===== src/hw/rtl/hrhp_pkg.sv =====
`timescale 1ns / 1ps
`default_nettype none

package hrhp_pkg;

  // Counter width default and result field width
  localparam int unsigned CountBitsDefault = 32;
  localparam int unsigned OutWidth         = 32;

  // Key and status limits
  localparam logic [3:0] LenKeySize    = 4'd14;
  localparam logic [3:0] KeyPosMax     = 4'd15;
  localparam logic [9:0] StatusMax     = 10'd999;
  localparam logic [9:0] StatusSatFrom = 10'd99;

  // Character codes
  localparam logic [7:0] ChTab   = 8'h09;
  localparam logic [7:0] ChLf    = 8'h0A;
  localparam logic [7:0] ChVt    = 8'h0B;
  localparam logic [7:0] ChFf    = 8'h0C;
  localparam logic [7:0] ChCr    = 8'h0D;
  localparam logic [7:0] ChSpace = 8'h20;
  localparam logic [7:0] ChPlus  = 8'h2B;
  localparam logic [7:0] ChMinus = 8'h2D;
  localparam logic [7:0] ChDot   = 8'h2E;
  localparam logic [7:0] ChSlash = 8'h2F;
  localparam logic [7:0] ChZero  = 8'h30;
  localparam logic [7:0] ChNine  = 8'h39;
  localparam logic [7:0] ChColon = 8'h3A;
  localparam logic [7:0] ChUpA   = 8'h41;
  localparam logic [7:0] ChUpZ   = 8'h5A;
  localparam logic [7:0] ChLowA  = 8'h61;
  localparam logic [7:0] ChLowZ  = 8'h7A;
  localparam logic [7:0] CaseGap = 8'h20;

  // Parser phase, one-hot
  typedef enum logic [10:0] {
    PhNone   = 11'b000_0000_0001,
    PhMajor  = 11'b000_0000_0010,
    PhMinor  = 11'b000_0000_0100,
    PhCode   = 11'b000_0000_1000,
    PhReason = 11'b000_0001_0000,
    PhCr     = 11'b000_0010_0000,
    PhEol    = 11'b000_0100_0000,
    PhKey    = 11'b000_1000_0000,
    PhValue  = 11'b001_0000_0000,
    PhCr2    = 11'b010_0000_0000,
    PhBody   = 11'b100_0000_0000
  } phase_e;

  // Reported phase codes
  localparam logic [3:0] PhaseCodeNone   = 4'd0;
  localparam logic [3:0] PhaseCodeMajor  = 4'd1;
  localparam logic [3:0] PhaseCodeMinor  = 4'd2;
  localparam logic [3:0] PhaseCodeCode   = 4'd3;
  localparam logic [3:0] PhaseCodeReason = 4'd4;
  localparam logic [3:0] PhaseCodeCr     = 4'd5;
  localparam logic [3:0] PhaseCodeEol    = 4'd6;
  localparam logic [3:0] PhaseCodeKey    = 4'd7;
  localparam logic [3:0] PhaseCodeValue  = 4'd8;
  localparam logic [3:0] PhaseCodeCr2    = 4'd9;
  localparam logic [3:0] PhaseCodeBody   = 4'd10;

  // Header value scan mode, one-hot
  typedef enum logic [3:0] {
    VmSkip = 4'b0001,
    VmPos  = 4'b0010,
    VmNeg  = 4'b0100,
    VmStop = 4'b1000
  } value_mode_e;

  typedef struct packed {
    logic [7:0] data_byte;
    logic       chunk_end;
    logic       new_response;
  } item_t;

  typedef struct packed {
    logic [3:0]          phase;
    logic [9:0]          status_value;
    logic [OutWidth-1:0] length_value;
    logic                body_valid;
    logic [7:0]          body_byte;
    logic [OutWidth-1:0] body_count;
    logic                done_flag;
  } result_t;

  function automatic logic [3:0] phase_code(phase_e p);
    logic [3:0] code;
    case (p)
      PhNone:   code = PhaseCodeNone;
      PhMajor:  code = PhaseCodeMajor;
      PhMinor:  code = PhaseCodeMinor;
      PhCode:   code = PhaseCodeCode;
      PhReason: code = PhaseCodeReason;
      PhCr:     code = PhaseCodeCr;
      PhEol:    code = PhaseCodeEol;
      PhKey:    code = PhaseCodeKey;
      PhValue:  code = PhaseCodeValue;
      PhCr2:    code = PhaseCodeCr2;
      PhBody:   code = PhaseCodeBody;
      default:  code = PhaseCodeNone;
    endcase
    return code;
  endfunction

  // Content-Length key, upper case, by position
  function automatic logic [7:0] len_key_char(logic [3:0] pos);
    logic [7:0] ch;
    case (pos)
      4'd0:    ch = "C";
      4'd1:    ch = "O";
      4'd2:    ch = "N";
      4'd3:    ch = "T";
      4'd4:    ch = "E";
      4'd5:    ch = "N";
      4'd6:    ch = "T";
      4'd7:    ch = "-";
      4'd8:    ch = "L";
      4'd9:    ch = "E";
      4'd10:   ch = "N";
      4'd11:   ch = "G";
      4'd12:   ch = "T";
      4'd13:   ch = "H";
      default: ch = 8'h00;
    endcase
    return ch;
  endfunction

  function automatic logic is_digit(logic [7:0] c);
    return (c >= ChZero) && (c <= ChNine);
  endfunction

  function automatic logic is_blank(logic [7:0] c);
    return (c == ChSpace) || (c == ChTab);
  endfunction

  function automatic logic is_alnum(logic [7:0] c);
    return is_digit(c) || ((c >= ChUpA) && (c <= ChUpZ)) ||
           ((c >= ChLowA) && (c <= ChLowZ));
  endfunction

  function automatic logic [7:0] fold(logic [7:0] c);
    return ((c >= ChLowA) && (c <= ChLowZ)) ? (c - CaseGap) : c;
  endfunction

endpackage

`default_nettype wire


===== src/hw/rtl/hrhp_in_if.sv =====
`timescale 1ns / 1ps
`default_nettype none

interface hrhp_in_if;
  logic       valid;
  logic       ready;
  logic [7:0] data_byte;
  logic       chunk_end;
  logic       new_response;

  modport source (output valid, output data_byte, output chunk_end, output new_response,
                  input ready);
  modport sink (input valid, input data_byte, input chunk_end, input new_response,
                output ready);
endinterface

`default_nettype wire


===== src/hw/rtl/hrhp_out_if.sv =====
`timescale 1ns / 1ps
`default_nettype none

interface hrhp_out_if;
  logic        valid;
  logic        ready;
  logic [3:0]  phase;
  logic [9:0]  status_value;
  logic [31:0] length_value;
  logic        body_valid;
  logic [7:0]  body_byte;
  logic [31:0] body_count;
  logic        done_flag;

  modport source (output valid, output phase, output status_value, output length_value,
                  output body_valid, output body_byte, output body_count,
                  output done_flag, input ready);
  modport sink (input valid, input phase, input status_value, input length_value,
                input body_valid, input body_byte, input body_count, input done_flag,
                output ready);
endinterface

`default_nettype wire


===== src/hw/rtl/http_response_header_parser.sv =====
// Channel | Dir | Payload                                              | Handshake
// in_i    | in  | data_byte, chunk_end, new_response                   | valid/ready
// out_o   | out | phase, status_value, length_value, body_valid,       | valid/ready
//         |     | body_byte, body_count, done_flag                     |
//
// One byte per cycle sustained while the output is ready; a taken request passes
// through the input register, then the parser step, into the result register.
// The parser state advances as a byte moves from the input register into the
// result register. Reset clears both valid flags and all parser state.
// A stalled result holds; the input register still takes one more request.
`timescale 1ns / 1ps
`default_nettype none

module http_response_header_parser #(
  parameter int unsigned COUNT_BITS = hrhp_pkg::CountBitsDefault
) (
  input  logic       clk_i,
  input  logic       rst_ni,
  hrhp_in_if.sink    in_i,
  hrhp_out_if.source out_o
);

  hrhp_pkg::item_t   item_in;
  hrhp_pkg::item_t   item_q;
  hrhp_pkg::result_t result_d;
  hrhp_pkg::result_t result_q;
  logic              item_valid;
  logic              load_ready;
  logic              advance;

  assign item_in.data_byte    = in_i.data_byte;
  assign item_in.chunk_end    = in_i.chunk_end;
  assign item_in.new_response = in_i.new_response;

  // Move a byte through the parser when the result register is free
  assign advance = item_valid && load_ready;

  hrhp_in_reg u_in_reg (
    .clk_i     (clk_i),
    .rst_ni    (rst_ni),
    .valid_i   (in_i.valid),
    .ready_o   (in_i.ready),
    .item_i    (item_in),
    .advance_i (advance),
    .valid_o   (item_valid),
    .item_o    (item_q)
  );

  hrhp_core #(
    .COUNT_BITS (COUNT_BITS)
  ) u_core (
    .clk_i     (clk_i),
    .rst_ni    (rst_ni),
    .advance_i (advance),
    .item_i    (item_q),
    .result_o  (result_d)
  );

  hrhp_out_reg u_out_reg (
    .clk_i        (clk_i),
    .rst_ni       (rst_ni),
    .load_i       (advance),
    .result_i     (result_d),
    .load_ready_o (load_ready),
    .valid_o      (out_o.valid),
    .ready_i      (out_o.ready),
    .result_o     (result_q)
  );

  assign out_o.phase        = result_q.phase;
  assign out_o.status_value = result_q.status_value;
  assign out_o.length_value = result_q.length_value;
  assign out_o.body_valid   = result_q.body_valid;
  assign out_o.body_byte    = result_q.body_byte;
  assign out_o.body_count   = result_q.body_count;
  assign out_o.done_flag    = result_q.done_flag;

endmodule

`default_nettype wire


===== src/hw/rtl/hrhp_in_reg.sv =====
`timescale 1ns / 1ps
`default_nettype none

module hrhp_in_reg (
  input  logic            clk_i,
  input  logic            rst_ni,
  input  logic            valid_i,
  output logic            ready_o,
  input  hrhp_pkg::item_t item_i,
  input  logic            advance_i,
  output logic            valid_o,
  output hrhp_pkg::item_t item_o
);

  logic            valid_q;
  logic            valid_d;
  hrhp_pkg::item_t item_q;
  logic            accept;

  // Take a request when empty or when the held one moves on this cycle
  assign ready_o = !valid_q || advance_i;
  assign accept  = valid_i && ready_o;

  always_comb begin
    valid_d = valid_q;
    if (accept) begin
      valid_d = 1'b1;
    end else if (advance_i) begin
      valid_d = 1'b0;
    end
  end

  always_ff @(posedge clk_i or negedge rst_ni) begin
    if (!rst_ni) begin
      valid_q <= 1'b0;
    end else begin
      valid_q <= valid_d;
    end
  end

  // Hold the payload until replaced
  always_ff @(posedge clk_i) begin
    if (accept) begin
      item_q <= item_i;
    end
  end

  assign valid_o = valid_q;
  assign item_o  = item_q;

  // A held request is never dropped without moving on
  a_hold_until_advance: assert property (@(posedge clk_i) disable iff (!rst_ni)
    valid_q && !advance_i |=> valid_q)
    else $error("input request lost without advance");

endmodule

`default_nettype wire


===== src/hw/rtl/hrhp_core.sv =====
`timescale 1ns / 1ps
`default_nettype none

module hrhp_core #(
  parameter int unsigned COUNT_BITS = hrhp_pkg::CountBitsDefault
) (
  input  logic              clk_i,
  input  logic              rst_ni,
  input  logic              advance_i,
  input  hrhp_pkg::item_t   item_i,
  output hrhp_pkg::result_t result_o
);

  localparam int unsigned WideW = COUNT_BITS + 4;
  localparam int unsigned ExtW  = (COUNT_BITS > hrhp_pkg::OutWidth) ?
                                  COUNT_BITS : hrhp_pkg::OutWidth;
  localparam logic [COUNT_BITS-1:0] CountMax = '1;

  // Parser state
  hrhp_pkg::phase_e      phase_q, phase_d;
  logic [9:0]            status_q, status_d;
  logic [3:0]            key_pos_q, key_pos_d;
  logic                  len_match_q, len_match_d;
  logic [COUNT_BITS-1:0] value_q, value_d;
  hrhp_pkg::value_mode_e mode_q, mode_d;
  logic [COUNT_BITS-1:0] length_q, length_d;
  logic [COUNT_BITS-1:0] count_q, count_d;
  logic [15:0]           last_two_q, last_two_d;

  // State as seen by this byte, after an optional restart
  hrhp_pkg::phase_e      cur_phase;
  logic [9:0]            cur_status;
  logic [3:0]            cur_key_pos;
  logic                  cur_len_match;
  logic [COUNT_BITS-1:0] cur_value;
  hrhp_pkg::value_mode_e cur_mode;
  logic [COUNT_BITS-1:0] cur_length;
  logic [COUNT_BITS-1:0] cur_count;
  logic [15:0]           cur_last_two;

  logic [7:0]            c;
  logic [3:0]            digit;
  logic                  value_space;
  logic [9:0]            status_x10;
  logic [COUNT_BITS-1:0] acc_base;
  logic [WideW-1:0]      acc_wide;
  logic [COUNT_BITS-1:0] acc_next;
  logic                  body;
  logic [ExtW-1:0]       length_ext;
  logic [ExtW-1:0]       count_ext;

  assign c      = item_i.data_byte;
  assign digit  = 4'(c - hrhp_pkg::ChZero);

  assign cur_phase     = item_i.new_response ? hrhp_pkg::PhNone : phase_q;
  assign cur_status    = item_i.new_response ? 10'd0 : status_q;
  assign cur_key_pos   = item_i.new_response ? 4'd0 : key_pos_q;
  assign cur_len_match = item_i.new_response ? 1'b1 : len_match_q;
  assign cur_value     = item_i.new_response ? '0 : value_q;
  assign cur_mode      = item_i.new_response ? hrhp_pkg::VmSkip : mode_q;
  assign cur_length    = item_i.new_response ? '0 : length_q;
  assign cur_count     = item_i.new_response ? '0 : count_q;
  assign cur_last_two  = item_i.new_response ? 16'd0 : last_two_q;

  // Status digit step, valid while the code stays at two digits or fewer
  assign status_x10 = {cur_status[6:0], 3'b000} + {cur_status[8:0], 1'b0};

  // Value digit step: acc * 10 + d, saturating at the counter limit
  assign value_space = hrhp_pkg::is_blank(c) || (c == hrhp_pkg::ChLf) ||
                       (c == hrhp_pkg::ChVt) || (c == hrhp_pkg::ChFf);
  assign acc_base = (cur_mode == hrhp_pkg::VmSkip) ? '0 : cur_value;
  assign acc_wide = ({4'b0000, acc_base} << 3) + ({4'b0000, acc_base} << 1) +
                    WideW'(digit);
  assign acc_next = (acc_wide[WideW-1:COUNT_BITS] != 4'd0) ? CountMax :
                    acc_wide[COUNT_BITS-1:0];

  // Next state for one byte
  always_comb begin
    phase_d     = cur_phase;
    status_d    = cur_status;
    key_pos_d   = cur_key_pos;
    len_match_d = cur_len_match;
    value_d     = cur_value;
    mode_d      = cur_mode;
    length_d    = cur_length;
    count_d     = cur_count;
    last_two_d  = cur_last_two;
    body        = 1'b0;
    case (cur_phase)
      hrhp_pkg::PhNone: begin
        if (c == hrhp_pkg::ChSlash) phase_d = hrhp_pkg::PhMajor;
      end
      hrhp_pkg::PhMajor: begin
        if (c == hrhp_pkg::ChDot) phase_d = hrhp_pkg::PhMinor;
      end
      hrhp_pkg::PhMinor: begin
        if (hrhp_pkg::is_blank(c)) begin
          phase_d  = hrhp_pkg::PhCode;
          status_d = 10'd0;
        end
      end
      hrhp_pkg::PhCode: begin
        if (hrhp_pkg::is_digit(c)) begin
          status_d = (cur_status > hrhp_pkg::StatusSatFrom) ? hrhp_pkg::StatusMax :
                     (status_x10 + 10'(digit));
        end else if (hrhp_pkg::is_blank(c)) begin
          phase_d = hrhp_pkg::PhReason;
        end
      end
      hrhp_pkg::PhReason: begin
        if (c == hrhp_pkg::ChCr) phase_d = hrhp_pkg::PhCr;
      end
      hrhp_pkg::PhCr: begin
        if (c == hrhp_pkg::ChLf) phase_d = hrhp_pkg::PhEol;
      end
      hrhp_pkg::PhEol: begin
        if (hrhp_pkg::is_alnum(c)) begin
          phase_d     = hrhp_pkg::PhKey;
          key_pos_d   = 4'd1;
          len_match_d = (hrhp_pkg::fold(c) == hrhp_pkg::len_key_char(4'd0));
        end else if (c == hrhp_pkg::ChCr) begin
          phase_d = hrhp_pkg::PhCr2;
        end
      end
      hrhp_pkg::PhKey: begin
        if (hrhp_pkg::is_blank(c) || (c == hrhp_pkg::ChColon)) begin
          phase_d = hrhp_pkg::PhValue;
          value_d = '0;
          mode_d  = hrhp_pkg::VmSkip;
        end else begin
          if ((cur_key_pos < hrhp_pkg::LenKeySize) &&
              (hrhp_pkg::fold(c) != hrhp_pkg::len_key_char(cur_key_pos))) begin
            len_match_d = 1'b0;
          end
          if (cur_key_pos != hrhp_pkg::KeyPosMax) key_pos_d = cur_key_pos + 4'd1;
        end
      end
      hrhp_pkg::PhValue: begin
        if (c == hrhp_pkg::ChCr) begin
          if (cur_len_match && (cur_key_pos >= hrhp_pkg::LenKeySize)) begin
            length_d = (cur_mode == hrhp_pkg::VmPos) ? cur_value : '0;
          end
          phase_d = hrhp_pkg::PhCr;
        end else begin
          case (cur_mode)
            hrhp_pkg::VmSkip: begin
              if (!value_space) begin
                if (c == hrhp_pkg::ChPlus) begin
                  mode_d = hrhp_pkg::VmPos;
                end else if (c == hrhp_pkg::ChMinus) begin
                  mode_d = hrhp_pkg::VmNeg;
                end else if (hrhp_pkg::is_digit(c)) begin
                  mode_d  = hrhp_pkg::VmPos;
                  value_d = acc_next;
                end else begin
                  mode_d = hrhp_pkg::VmStop;
                end
              end
            end
            hrhp_pkg::VmPos: begin
              if (hrhp_pkg::is_digit(c)) value_d = acc_next;
              else mode_d = hrhp_pkg::VmStop;
            end
            hrhp_pkg::VmNeg: begin
              if (!hrhp_pkg::is_digit(c)) mode_d = hrhp_pkg::VmStop;
            end
            default: ;
          endcase
        end
      end
      hrhp_pkg::PhCr2: begin
        if (c == hrhp_pkg::ChLf) phase_d = hrhp_pkg::PhBody;
      end
      hrhp_pkg::PhBody: begin
        body       = 1'b1;
        count_d    = (cur_count == CountMax) ? cur_count : (cur_count + 1'b1);
        last_two_d = {cur_last_two[7:0], c};
        if (item_i.chunk_end && (last_two_d == {hrhp_pkg::ChCr, hrhp_pkg::ChLf}) &&
            (count_d >= COUNT_BITS'(2))) begin
          length_d = count_d;
        end
      end
      default: ;
    endcase
  end

  // Advance state with the request
  always_ff @(posedge clk_i or negedge rst_ni) begin
    if (!rst_ni) begin
      phase_q     <= hrhp_pkg::PhNone;
      status_q    <= 10'd0;
      key_pos_q   <= 4'd0;
      len_match_q <= 1'b1;
      value_q     <= '0;
      mode_q      <= hrhp_pkg::VmSkip;
      length_q    <= '0;
      count_q     <= '0;
      last_two_q  <= 16'd0;
    end else if (advance_i) begin
      phase_q     <= phase_d;
      status_q    <= status_d;
      key_pos_q   <= key_pos_d;
      len_match_q <= len_match_d;
      value_q     <= value_d;
      mode_q      <= mode_d;
      length_q    <= length_d;
      count_q     <= count_d;
      last_two_q  <= last_two_d;
    end
  end

  // Result of this byte
  assign length_ext = ExtW'(length_d);
  assign count_ext  = ExtW'(count_d);

  always_comb begin
    result_o.phase        = hrhp_pkg::phase_code(phase_d);
    result_o.status_value = ((phase_d == hrhp_pkg::PhNone) ||
                             (phase_d == hrhp_pkg::PhMajor) ||
                             (phase_d == hrhp_pkg::PhMinor) ||
                             (phase_d == hrhp_pkg::PhCode)) ? 10'd0 : status_d;
    result_o.length_value = length_ext[hrhp_pkg::OutWidth-1:0];
    result_o.body_valid   = body;
    result_o.body_byte    = body ? c : 8'd0;
    result_o.body_count   = count_ext[hrhp_pkg::OutWidth-1:0];
    result_o.done_flag    = (length_d != '0) && (length_d == count_d);
  end

  a_status_bound: assert property (@(posedge clk_i) disable iff (!rst_ni)
    status_q <= hrhp_pkg::StatusMax)
    else $error("status above limit");

  a_count_monotonic: assert property (@(posedge clk_i) disable iff (!rst_ni)
    advance_i && !item_i.new_response |=> count_q >= $past(count_q))
    else $error("body count went backwards");

  a_body_sticky: assert property (@(posedge clk_i) disable iff (!rst_ni)
    advance_i && !item_i.new_response && (phase_q == hrhp_pkg::PhBody)
    |=> phase_q == hrhp_pkg::PhBody)
    else $error("left body without restart");

  a_body_only_in_body: assert property (@(posedge clk_i) disable iff (!rst_ni)
    advance_i && result_o.body_valid |=> phase_q == hrhp_pkg::PhBody)
    else $error("body byte outside body phase");

endmodule

`default_nettype wire


===== src/hw/rtl/hrhp_out_reg.sv =====
`timescale 1ns / 1ps
`default_nettype none

module hrhp_out_reg (
  input  logic              clk_i,
  input  logic              rst_ni,
  input  logic              load_i,
  input  hrhp_pkg::result_t result_i,
  output logic              load_ready_o,
  output logic              valid_o,
  input  logic              ready_i,
  output hrhp_pkg::result_t result_o
);

  logic              valid_q;
  logic              valid_d;
  hrhp_pkg::result_t result_q;

  // Free when empty or when the held result is taken now
  assign load_ready_o = !valid_q || ready_i;

  always_comb begin
    valid_d = valid_q;
    if (load_i) begin
      valid_d = 1'b1;
    end else if (ready_i) begin
      valid_d = 1'b0;
    end
  end

  always_ff @(posedge clk_i or negedge rst_ni) begin
    if (!rst_ni) begin
      valid_q <= 1'b0;
    end else begin
      valid_q <= valid_d;
    end
  end

  always_ff @(posedge clk_i) begin
    if (load_i) begin
      result_q <= result_i;
    end
  end

  assign valid_o  = valid_q;
  assign result_o = result_q;

endmodule

`default_nettype wire

===== src/flat_wrapper.sv =====
// flat-port wrapper written by rule: the top's interface ports become plain ports
module http_response_header_parser_flat 
#(
  parameter int unsigned COUNT_BITS = hrhp_pkg::CountBitsDefault
)
  (clk_i, rst_ni, in_i_valid, in_i_data_byte, in_i_chunk_end, in_i_new_response, in_i_ready, out_o_valid, out_o_phase, out_o_status_value, out_o_length_value, out_o_body_valid, out_o_body_byte, out_o_body_count, out_o_done_flag, out_o_ready);
  hrhp_in_if in_i_i ();
  hrhp_out_if out_o_i ();
  input  logic clk_i;
  input  logic rst_ni;
  input wire logic [$bits(in_i_i.valid)-1:0] in_i_valid;
  input wire logic [$bits(in_i_i.data_byte)-1:0] in_i_data_byte;
  input wire logic [$bits(in_i_i.chunk_end)-1:0] in_i_chunk_end;
  input wire logic [$bits(in_i_i.new_response)-1:0] in_i_new_response;
  output wire logic [$bits(in_i_i.ready)-1:0] in_i_ready;
  output wire logic [$bits(out_o_i.valid)-1:0] out_o_valid;
  output wire logic [$bits(out_o_i.phase)-1:0] out_o_phase;
  output wire logic [$bits(out_o_i.status_value)-1:0] out_o_status_value;
  output wire logic [$bits(out_o_i.length_value)-1:0] out_o_length_value;
  output wire logic [$bits(out_o_i.body_valid)-1:0] out_o_body_valid;
  output wire logic [$bits(out_o_i.body_byte)-1:0] out_o_body_byte;
  output wire logic [$bits(out_o_i.body_count)-1:0] out_o_body_count;
  output wire logic [$bits(out_o_i.done_flag)-1:0] out_o_done_flag;
  input wire logic [$bits(out_o_i.ready)-1:0] out_o_ready;
  assign in_i_i.valid = in_i_valid;
  assign in_i_i.data_byte = in_i_data_byte;
  assign in_i_i.chunk_end = in_i_chunk_end;
  assign in_i_i.new_response = in_i_new_response;
  assign in_i_ready = in_i_i.ready;
  assign out_o_valid = out_o_i.valid;
  assign out_o_phase = out_o_i.phase;
  assign out_o_status_value = out_o_i.status_value;
  assign out_o_length_value = out_o_i.length_value;
  assign out_o_body_valid = out_o_i.body_valid;
  assign out_o_body_byte = out_o_i.body_byte;
  assign out_o_body_count = out_o_i.body_count;
  assign out_o_done_flag = out_o_i.done_flag;
  assign out_o_i.ready = out_o_ready;
  http_response_header_parser #(.COUNT_BITS(COUNT_BITS)) u_core (.clk_i(clk_i), .rst_ni(rst_ni), .in_i(in_i_i), .out_o(out_o_i));
endmodule

===== config.mk =====
export PLATFORM = sky130hd
export DESIGN_NAME = http_response_header_parser_flat
export DESIGN_NICKNAME = d
export VERILOG_FILES = /design/src/hw/rtl/hrhp_pkg.sv /design/src/hw/rtl/hrhp_in_if.sv /design/src/hw/rtl/hrhp_out_if.sv /design/src/hw/rtl/http_response_header_parser.sv /design/src/hw/rtl/hrhp_in_reg.sv /design/src/hw/rtl/hrhp_core.sv /design/src/hw/rtl/hrhp_out_reg.sv /design/src/flat_wrapper.sv
export SDC_FILE = /design/constraint.sdc
export NUM_CORES = 1
export LEC_CHECK = 0
export ABC_AREA = 1
export BUFFER_PORTS_ARGS = -buffer_cell sky130_fd_sc_hd__buf_2
export CAP_MARGIN = 20
export CORE_ASPECT_RATIO = 0.9
export CORE_MARGIN = 4
export CORE_UTILIZATION = 50
export CTS_BUF_LIST = sky130_fd_sc_hd__clkbuf_16
export CTS_CLUSTER_DIAMETER = 80
export CTS_CLUSTER_SIZE = 40
export DETAILED_ROUTE_END_ITERATION = 6
export GPL_ROUTABILITY_DRIVEN = 0
export GPL_TIMING_DRIVEN = 0
export PLACE_DENSITY = 0.76
export REMOVE_ABC_BUFFERS = 1
export SLEW_MARGIN = 25
export SYNTH_ARGS = -nofsm -noshare
export SYNTH_HDL_FRONTEND = slang
export SYNTH_SLANG_ARGS = --single-unit

===== constraint.sdc =====
create_clock -name clk_i -period 6.2 [get_ports clk_i]
set_input_delay 0.62 -clock clk_i [delete_from_list [all_inputs] [get_ports clk_i]]
set_output_delay 0.62 -clock clk_i [all_outputs]
set_load 0.05 [all_outputs]

# --- Word-level counts from Yosys, hierarchy flattened ---
# Memory sizes are Yosys's and may differ from the RTL's.
# Index checks and enable logic that the tools add are counted.
op_classes:
  n_addsub: 8
  mul: 0
  div: 0
  order_cmp: 10
  eq_ne: 42
  shifts: 0
  n_mux: 69
  n_bitwise: 0
  reduce_logical: 30
ops:
  columns: ["cell", "n"]
  rows:
  - ["$mux 32", 17]
  - ["$pmux 32 s2", 3]
  - ["$mux 11", 12]
  - ["$pmux 11 s9", 1]
  - ["$eq 8x6->1 const B", 6]
  - ["$mux 4", 12]
  - ["$eq 8x4->1 const B", 5]
  - ["$mux 10", 4]
  - ["$mux 8", 5]
  - ["$pmux 4 s10", 1]
  - ["$add 35x33->36", 1]
  - ["$add 36x4->36", 1]
  - ["$add 32x1->32 const B", 1]
  - ["$eq 32x32->1", 1]
  - ["$eq 32x32->1 const B", 1]
  - ["$ge 32x2->1 const B", 1]
  - ["$reduce_bool 32->1", 1]
  - ["$pmux 4 s2", 3]
  - ["$eq 11x1->1 const B", 2]
  - ["$eq 11x10->1 const B", 2]
  - ["$eq 11x11->1 const B", 2]
  - ["$eq 11x2->1 const B", 2]
  - ["$eq 11x3->1 const B", 2]
  - ["$eq 11x4->1 const B", 2]
  - ["33 further kinds", 71]
word_totals:
  register_bits: 234
  latchBits: 0
  mem_bits_rw: 0
  rom_bits: 112
  input_bits: 14
  out_inout_bits: 90
  word_cells: 181
  memories: 1
memory_table:
  columns: ["name", "depth", "word_bits", "read_ports", "rd_ports_with_merged_regs", "write_ports", "line", "text"]
  rows:
  - ["(name not given)", 16, 7, 1, 0, 0, "hrhp_pkg.sv:110", "case (pos)"]

# --- Depth between registers and ports, before layout ---
depth:
  depth_word: 14
  ltp_mapped: 35
  depth_no_buf: 34

# --- Modules after synthesis ---
# A second synthesis with hierarchy kept.
hier_totals:
  hier_cells: 2692
  hier_area_um2: 18317.6
modules_own_cells:
  columns: ["module", "n_inst", "cells_each", "area_per_inst_um2", "seq_area_each_um2"]
  rows:
  - ["hrhp_core", 1, 2581, 15277.2, 3357.0]
  - ["hrhp_out_reg", 1, 93, 2687.6, 2667.6]
  - ["hrhp_in_reg", 1, 16, 345.3, 325.3]
  - ["http_response_header_parser", 1, 2, 7.5, 0.0]

# --- Worst setup path before layout ---
# OpenSTA, ideal clock, no wires.
synth_timing:
  path_type: "reg-to-reg"
  start: "register, netlist name u_core.u_in_reg.item_o[0]"
  end: "register u_core.u_core.value_q[10]"
  setup_time_ns: 0.131
  arrival_time_ns: 5.064
  required_time_ns: 6.069
  setup_slack_ns: 1.005
  path_stages_with_launch: 29
  n_path_buf: 6
  period_less_slack_ns: 5.195
  cell_sequence: "edfxtp_1 -> inv_2 -> buf_6 -> buf_2 -> buf_2 -> buf_1 -> buf_1 -> clkbuf_1 -> nand2_1 -> nor2_1 -> ha_1 -> ha_1 -> nand3_1 -> nand2_1 -> a21oi_1 -> o21ai_0 -> a21boi_0 -> o21ai_0 -> nand3_1 -> nand3_1 -> nand2_1 -> nor2_2 -> nand3_1 -> o21ai_0 -> nand2_1 -> nand3_1 -> nand3_1 -> nand2_1 -> nand2_1"
synth_via:
  elab_chain_cells: 14
  word_cells_on_any_way: 20
  cone_classes: "add/sub (2); eq/ne (4); mux (13); reduce/logical (1)"
synth_rtl:
  columns: ["item", "line", "text"]
  rows:
  - ["$mux 4", "hrhp_core.sv:60", "assign cur_mode = item_i.new_response ? hrhp_pkg::VmSkip : mode_q;"]
  - ["$eq 4x1->1", "hrhp_core.sv:71, hrhp_core.sv:145", null]
  - ["$mux 32", "hrhp_core.sv:71", "assign acc_base = (cur_mode == hrhp_pkg::VmSkip) ? '0 : cur_value;"]
  - ["$add 35x33->36", "hrhp_core.sv:72", "assign acc_wide = ({4'b0000, acc_base} << 3) + ({4'b0000, acc_base} << 1) +"]
  - ["$add 36x4->36", "hrhp_core.sv:72", null]
  - ["$reduce_bool 4->1", "hrhp_core.sv:74", "assign acc_next = (acc_wide[WideW-1:COUNT_BITS] != 4'd0) ? CountMax :"]
  - ["$mux 32", "hrhp_core.sv:74", null]
  - ["$mux 32", "hrhp_core.sv:152, hrhp_core.sv:161", null]
  - ["$mux 32", "hrhp_core.sv:150", "end else if (c == hrhp_pkg::ChMinus) begin"]
  - ["$mux 32", "hrhp_core.sv:148", "if (c == hrhp_pkg::ChPlus) begin"]
  - ["$mux 32", "hrhp_core.sv:147", "if (!value_space) begin"]
  - ["$pmux 32 s2", "hrhp_core.sv:145", "case (cur_mode)"]
  - ["$mux 32", "hrhp_core.sv:139", "if (c == hrhp_pkg::ChCr) begin"]
  - ["$pmux 32 s2 (*)", "hrhp_core.sv:89", "case (cur_phase)"]
  - ["end signal: assignment", "hrhp_core.sv:204", "value_q <= value_d;"]
  - ["end: declaration", "hrhp_core.sv:24", "logic [COUNT_BITS-1:0] value_q, value_d;"]
# Mark *: on every way between the ends. The rest lies on a longest branch, timed or not.
# A chain may end at the register's enable or synchronous reset.

==> impl_metrics.yaml <==
drt:
  drcViolationCount: 0
  ant_nets: 0
  num_vias: 19550
  post_drt_via_cell_ratio: 6.002
  wl_um: 59080
  dr.pass1.iters: 6
  wl_per_cell_um: 18.14
  drtIter0Drc: 2602
layout:
  multiInputGateArea_um2: 10520
  fin_nets: 2876
  regArea_um2: 6350
  layout.cells.non_filler: 3257
  diodes: 0
  final_util_pct: 56.20
  final_common_cell: "nand2_1"
  final_layout_size_suffix_gt1_share_pct: 9.241
  stdcell_area_um2: 20470
  syn_to_final_growth_pct: 10.15
  mostFrequentLayoutCells: "nand2_1 (669), nor2_1 (350), inv_1 (323)"
  fillers: 3385
hold_path:
  min_path_type: "input pin to async pin"
floorplanning:
  boundaryPins: 104
  start_util_pct: 51.02
  core_um2: 36420
  chipWidth_um: 211.2
  placementRows: 66
  die-height_um: 190.9
  die_area_um2: 40310
cts:
  cts_buffers: 16
  clk_path_buf_depth: 3
  cts_tree: "built"
  clkTransAtPathRegs_ns: 0.12
  cts_sinks: 234
  htreeDepth: 1
  worstSkewPairLatency_ns: 0.55
  cts_root_buf: "clkbuf_16"
power_and_ir_drop:
  power_switching_mw: 2.163
  power_density_nw_per_um2: 249.2
  power_switching_share_pct: 42.42
  power.total_mw: 5.100
  p_comb_share_pct: 36.9
  p_seq_share_pct: 37.3
  leakage_nw: 10.02
  clkPwrFrac_pct: 25.8
  internal_power_mw: 2.937
  ir_drop_mv: 0.3058
yosys:
  synth_xor_area_share_pct: 2.593
  synth_largest_area_cell: "dfrtp_1"
  synth_top_cell_area_share_pct: 17.91
  synth_mux_area_share_pct: 0
  syn_inst: 2730
  synth_fa_ha_area_share_pct: 6.249
  synth_top_family_by_area: "simple AND/OR/NAND/NOR gates"
  synth_cell_types: 60
  yosys-top-cells-area: "dfrtp_1 (18%), edfxtp_1 (16%), nand2_1 (14%)"
  syn_avg_cell_area_um2: 6.806
  ys.flop_type: "dfrtp_1"
  synth-seq-cells: 234
  synth-simple-area-share_pct: 30.75
  ys_seq_area_share_pct: 34.18
  synth_edf_count: 98
  synth-async-reset-ratio_pct: 58.12
  synth_compound_area_share_pct: 16.38
  yosysWarnings: 0
  netlist_area_um2: 18580
sta:
  rsz0062_at_grt: "no"
  whs_ns: 0.04752
  final.min_clock_period_ns: 5.952
  fin_skew_ns: 0.03148
  setup_tns_ns: 0
  final_hold_viol_count: 0
  slew_violations: 0
  finalSetupViolCount: 0
  timing.fmax_mhz: 168.0
  max-slew-margin-rel_pct: 26.48
  timing.final.crit_share_pct: 96.00
  fin_ws_ns: 0.2482
  tightestPinTransition_ns: 1.102
global_route:
  antenna_found_initial: 1
  first_global_vias: 18020
  grt_max_degree: 102
  grt_overflow: 0
  grt_pass1_wl_um: 93090
  globalRouteTotalUtil_pct: 28.07
run:
  cap_violations: 0
placed_design:
  place.port_buffers: 103
  preCtsSetupSlack_ns: -0.6896
  detailed_place.area_um2: 19670
  dpl.hpwl_um: 43390
  place_inst: 3222
worst_setup_path:
  crit_end: "u_core.u_out_reg.result_o[0]"
  critPathMaxStageDelay_ns: 0.48
  r2r_slack_ns: 0.25
  criticalPathCategory: "flip-flop to flip-flop"
  crit_slowest_cell: "edfxtp_1"
  start_kind: "flip-flop"
  worstSetupStartpoint: "u_core.u_in_reg.item_o[0]"
  required_ns: 6.57
  end_kind: "flip-flop"
  r2r-start: "u_core.u_in_reg.item_o[0]"
  rr_worst_depth: 27
  critPathMaxFanout: 54
  crit_top_cell: "nand2_1"
  r2r-end: "u_core.u_out_reg.result_o[0]"
  worst_ep_arrival_time_ns: 6.33
run_status:
  status: "complete, no violations"
## worst max-delay path: cells and delay by family, from the launching register on
kind / cells / cell delay, ns
and+or+nand+nor: 19 / 3.39
buffers and inverters: 5 / 1.03
DFF: 1 / 0.48
adders and majority gates: 1 / 0.34
xor gates and xnor gates: 1 / 0.24
AOI/OAI and AO/OA: 1 / 0.23
## cell type report
class,count,share of cell area [%]
Clock buffer,17,2.078
Clock inverter,11,1.155
Inverter,355,6.596
Multi-Input combinational cell,2032,51.42
Sequential cell,234,31.02
Tap cell,476,2.910
Timing Repair Buffer,132,4.817
## cell usage after synthesis, types with 11 or more instances
cell type  count
nand4_1       31
a21oi_1      161
o22ai_1       12
nor2_1       356
edfxtp_1      98
a221oi_1      13
a22oi_1       11
inv_1        324
xnor2_1       18
nand2_1      673
nand3_1      221
inv_2         25
nor2_2        12
o21bai_1      12
nor3_1        20
o21ai_0      235
ha_1          88
buf_1         14
buf_2         14
xor2_1        37
dfrtp_1      133
o32ai_1       16
clkbuf_1      71
a31oi_1       19
## metal layers
metal  track usage, %  wire length [um]  vias to the layer above
li1                 -                 -                     9093
met1            39.23             23580                     9098
met2            44.37             26320                     1158
met5                0                16                        -
met4            9.225              2188                        2
met3            4.968              6975                      197
## flip-flops by register name (all words and copies together), names as in the netlist
name / cells
u_core.u_in_reg.item_o: 10
u_core.u_core.last_two_q: 8
u_core.u_out_reg.valid_o: 1
u_core.u_core.status_q: 10
u_core.u_out_reg.result_o: 88
u_core.u_core.mode_q: 4
u_core.u_core.value_q: 32
u_core.u_core.length_q: 32
u_core.u_core.phase_q: 11
u_core.u_core.key_pos_q: 4
u_core.u_in_reg.valid_o: 1
u_core.u_core.count_q: 32
u_core.u_core.len_match_q: 1
## cells by family (layout without fill, tap and decap cells)
logic type | count (synthesis) | after routing
AO/OA/AOI/OAI | 530 | 530
XOR/XNOR | 55 | 55
adder cells (fa/ha/maj) | 91 | 91
buffers and inverters | 465 | 515
flip-flops | 234 | 234
AND/OR/NAND/NOR | 1355 | 1356
## power by group through the flow
stage	sequential, mW	combinational, mW	clock, mW
after floorplan	2.17	1.05	0
after global placement	1.95	1.70	0
after detailed placement	1.94	1.82	0
after CTS	1.90	1.83	1.32
after global routing	1.92	2.04	1.39
final	1.90	1.88	1.31
## timing repair
item,4_1_cts,5_1_grt
pin swaps,0,2
gates resized for setup,7,12
cloned,0,2
buffers inserted,3,2
hold buffers,0,0
endpoints found under the setup margin,33,33
## worst min path at each step
stage	start	end	slack, ns	depth (start not counted)
5_1_grt	rst_ni	u_core.u_core.length_q[30]	0.07	1
3_3_place_gp	u_core.u_core.mode_q[0]	u_core.u_core.mode_q[0]	0.46	2
2_1_floorplan	rst_ni	u_core.u_core.count_q[0]	0.32	0
3_5_place_dp	u_core.u_core.phase_q[0]	u_core.u_core.phase_q[0]	0.46	2
6_report	rst_ni	u_core.u_core.last_two_q[7]	0.05	1
4_1_cts	rst_ni	u_core.u_core.count_q[11]	0.06	1
Note: power is estimated with default switching activity, not from simulation.
